==> src/rtl/hns_pkg.sv <==
// Shared types and constants for the height map normal stencil.
// Used by the top level and the output queue; no dependencies.
package hns_pkg;

  localparam int MAX_SIDE_DEF  = 1024;
  localparam int CFG_W         = 11;
  localparam int GRID_SIDE_RST = 256;
  localparam int MIN_SIDE      = 3;
  localparam int HEIGHT_W      = 8;
  localparam int COORD_W       = 10;
  localparam int NORMAL_W      = 9;
  localparam int NY_W          = 2;

  localparam logic [NY_W-1:0] NY_INTERIOR = 2'd2;
  localparam logic [NY_W-1:0] NY_BORDER   = 2'd1;

  typedef enum logic {
    REQ_PIXEL = 1'b0,
    REQ_FLUSH = 1'b1
  } req_t;

  typedef struct packed {
    logic [COORD_W-1:0]         row;
    logic [COORD_W-1:0]         col;
    logic [HEIGHT_W-1:0]        height;
    logic signed [NORMAL_W-1:0] normal_x;
    logic [NY_W-1:0]            normal_y;
    logic signed [NORMAL_W-1:0] normal_z;
    logic                       last;
  } vertex_t;

endpackage

==> src/rtl/hns_outq.sv <==
// Two-beat output queue for vertex results; parts the compute stage from the sink.
// Depends on hns_pkg for the vertex struct.
module hns_outq (
  input  logic             clk,
  input  logic             rst,
  input  logic             push,
  input  hns_pkg::vertex_t push_data,
  input  logic             pop,
  output hns_pkg::vertex_t head,
  output logic             head_valid,
  output logic [1:0]       count
);

  hns_pkg::vertex_t entries [2];
  logic             wr_ptr;
  logic             rd_ptr;

  always_ff @(posedge clk) begin
    if (rst) begin
      wr_ptr <= 1'b0;
      rd_ptr <= 1'b0;
      count  <= 2'd0;
    end else begin
      if (push) begin
        wr_ptr <= ~wr_ptr;
      end
      if (pop) begin
        rd_ptr <= ~rd_ptr;
      end
      count <= count + 2'(push) - 2'(pop);
    end
  end

  always_ff @(posedge clk) begin
    if (push) begin
      entries[wr_ptr] <= push_data;
    end
  end

  assign head       = entries[rd_ptr];
  assign head_valid = (count != 2'd0);

endmodule

==> config.mk <==
export PLATFORM = sky130hd
export DESIGN_NAME = hns_outq
export DESIGN_NICKNAME = d
export VERILOG_FILES = /design/src/rtl/hns_pkg.sv /design/src/rtl/hns_outq.sv
export SDC_FILE = /design/constraint.sdc
export NUM_CORES = 1
export LEC_CHECK = 0
export BUFFER_PORTS_ARGS = -buffer_cell sky130_fd_sc_hd__buf_2
export CORE_ASPECT_RATIO = 0.5
export CORE_MARGIN = 2
export CORE_UTILIZATION = 25
export DETAILED_ROUTE_END_ITERATION = 10
export SKIP_LAST_GASP = 1
export SYNTH_ARGS = -nofsm -noshare
export SYNTH_HDL_FRONTEND = slang
export SYNTH_SLANG_ARGS = --single-unit
==> constraint.sdc <==
create_clock -name clk -period 4 [get_ports clk]
set_input_delay 0.8 -clock clk [delete_from_list [all_inputs] [get_ports clk]]
set_output_delay 0.8 -clock clk [all_outputs]
set_load 0.005 [all_outputs]
Word-level counts from Yosys, hierarchy flattened
Memory sizes are Yosys's and may differ from the RTL's. A register that Yosys moved wholly into a read port is not among the register bits.
Cells that the tools add are included.
- bits in registers: 4
- RAM bits: 98
- bits of input ports: 53
- output and inout port bits: 52
- word-level logic and storage cells: 13
- memories: 1
- add/sub/neg operators: 2
- multiplexer cells: 4
- bitwise gates (word level): 2
- reduce and logical (&&, ||, !) cells: 1
- memory list (name ; words ; width ; rd ports ; clocked after Yosys merged registers in ; wr ports ; RTL line ; text):
    entries ; 2 ; 49 ; 1 ; 1 ; 1 ; hns_outq.sv:14 ; hns_pkg::vertex_t entries [2];
- operators by type and width (kind ; number):
    $mux 1 ; 4
    $add 2x1->2 ; 1
    $not 1->1 ; 2
    $reduce_bool 2->1 ; 1
    $sub 2x1->2 ; 1

Depth between registers and ports, before layout
- depth after elaboration: 3
- depth in mapped cells: 6
- mapped depth without buffers: 6

Worst setup path after synthesis
No wires, ideal clock.
- path kind: input-to-reg
- start: input port push
- end: memory entries[0][0] (netlist bit), enable pin
- setup time: 462 ps
- data arrival time: 2974 ps
- required time: 3538 ps
- slack: 565 ps
- stages: 1
- path buffers: 0
- cells stage by stage: nor2b_1
- longest elaborated chain between the ends: 2
- RTL lines (item ; RTL line ; text):
    start, declared ; hns_outq.sv:6 ; input logic push,
    $mux 1 ; hns_outq.sv:35 ; if (push) begin
    $mux 1 (not written as such) ; hns_outq.sv:36 ; entries[wr_ptr] <= push_data;
    end, declared ; hns_outq.sv:14 ;
Every way passes these cells.

==> metrics <==
placed cell area=~4600 sq um; Worst Hold Class=reg -> reg; Final setup viols=0; Post-Route Setup TNS=0 ps; minimum clock period=roughly 2800 ps; RePlAce Congestion=between 0.7 and 0.8; average wire per standard cell=14.8 um; DRT Wirelength=7270 um; Gate Count Post-Synth=172; power density over the cells=between 400 and 500 nW/um^2; CTS tree=done; Mapped Area=3790 sq um; clock slew at reported path FFs=70 ps; slowest stage delay, CP=790 ps; Resize count post-CTS=0; num ports=around 110; pin count of the biggest net entering global routing=50; area taken by multi-input logic gates=between 700 and 800 sq um; area leader, netlist=edfxtp_1; Total GRT Usage=under 10%; Worst Path Class, Setup=reg -> out; full die area=approximately 16000 sq um; CP Capture Type=primary output; hold violation count in the final report=0; hold slack=533 ps; post-synthesis sequential area ratio=between 80% and 90%; register area=3040 sq um; initial antenna violation count=0; slowest CP cell=dfxtp_2; leakage power=1.83 nW; Final period util=70.6%; share of the synthesized area in the top cell type=77.6%; Initial Utilization=roughly a quarter; Critical Path Fanout Max=28; Post-synth ARST share=0%; Final WS setup=approximately 1200 ps; post-route cell area=approximately 4900 sq um; number of cell rows=31; CTS Buf Count=9; CTS Hold Bufs=0; non-filler instance count after layout=around 500; synth top area cells=edfxtp_1 78%, mux2_2 12%, mux2_4 4.0%; number of DRC violations after detailed routing=0; final core utilization=between 30% and 40%; crit-path cells=buf_4, mux2_2, buf_2; DPL Wire Length=about 5000 um; Yosys cell types=15; WP buf/inv=2; flops & latches, synth=approximately 100; Tot Pwr=approximately 2.4 mW; fmax=~350 MHz; Worst setup SP type=register; Clock Path Buffers=2; MaxCap Viol Count=0; Arr. time, crit path=just over 2000 ps; layout net count=between 300 and 400; most frequent cell after synthesis=edfxtp_1; vias in the first global route=1998; Die Wd=178 um; DIE HEIGHT=around 91 um; GRT overflow=0; clk sinks=~100; Fillers=approximately 1400; Final Skew=roughly 5.4 ps; CORE AREA=between 10000 and 15000 sq um; RSZ-0062 raised after global routing=false; DRT iter0 DRCs=133; clk root buf=clkbuf_16; syn_area_per_cell=~22 sq um; YS warnings=0; max-slew violations=0; Layout area overhead=28.2%; most common flop cell mapped by yosys=edfxtp_1; ANT cells=0; DRT Pass-1 Iters=4; htree depth=3; Rel. slew slack=52.9%; DR vias=about 1900; post-DR vias/cell=3.88; top cells by count, synth=98 x edfxtp_1, 39 x mux2_2, 10 x mux2_4; syn_nets=roughly 230; layout cell share with drive strength beyond 1=a little over 60%; CP delay by family, top=flip-flops; Port Buffer Count=between 100 and 150; Post-synth EDFFs=98; worst skew pair latency=about 340 ps; VDD IR max=roughly 200 uV; worst-margin pin slew=between 700 and 800 ps; first-pass GRT wire length=about 11000 um; Post-Place Cells=between 400 and 500; pre-CTS setup slack=1510 ps; antenna-violating nets left=0; status=completed; CP required=between 3000 and 4000 ps; setup repair bufs after CTS=0
[tightest hold or removal path, cell delays in order (launching register included)]
cell,delay [ps]
dfxtp_1,330
xnor2_1,90
nor2_1,80
[cells in the final DEF (no fill, tap or decap)]
cell	netlist	layout
xnor3_1	1	1
inv_6	0	1
buf_2	0	104
mux2_4	10	10
clkinv_2	0	2
bufinv_16	0	1
ha_1	2	2
dfxtp_1	5	4
dfxtp_2	0	1
nor2b_4	0	1
mux2_2	39	39
xnor2_1	2	2
edfxtp_1	98	98
and2_2	0	1
nor2_1	4	4
clkbuf_16	0	9
inv_1	2	2
clkinvlp_4	0	1
buf_4	3	5
or2_2	1	1
inv_8	0	2
nor2b_1	2	1
[power by group]
group / internal, mW / leakage [nW] / total [mW] / switching (mW)
logic: 0.140 / 0.722 / 0.251 / 0.111
registers: 1.26 / 0.962 / 1.29 / 0.0301
clock network: 0.493 / 0.150 / 0.876 / 0.383
total: 1.89 / 1.83 / 2.41 / 0.524
[final timing paths]
kind,slack [ps],depth (start not counted),start,endpoint
hold reg to reg,530,2,rd_ptr,register
hold / removal,530,2,rd_ptr,register
setup / recovery,1180,3,register,head[25]
setup reg to reg,2310,2,wr_ptr,entries[1][43]
[flip-flops by register name (all words and copies together) (netlist names), named ones only]
| signal | flops |
|---|---|
| rd_ptr | 1 |
| entries | 98 |
| count | 2 |
| wr_ptr | 1 |
[cell families (layout without fill, tap and decap cells)]
family | Yosys count | in the layout | share of synthesized area (%)
xor gates and xnor gates | 3 | 3 | 1.06
adders and majority gates | 2 | 2 | 0.660
buffers and inverters | 7 | 127 | 1.48
DFF | 103 | 103 | 80.2
muxes | 49 | 49 | 15.5
and+or+nand+nor | 8 | 8 | 1.06
[layout make-up]
type                       instances  area share [%]
sequential                       103            62.6
multi-input combinational         62            14.5
timing repair buffer             109            11.5
tap                              198            5.09
clock buffer                       9            4.63
clock inverter                     7            1.62
inverter                           2           0.154
[layer usage]
metal | global-route usage [%] | share of wire (%) | wire length, um
met5 | 0 | 0 | 0
met3 | 3.77 | 4.9 | 354
met2 | 17.1 | 57 | 4160
met1 | 9.39 | 37 | 2670
met4 | 2.85 | 1.3 | 92
Power figures use the tool's default switching activity.
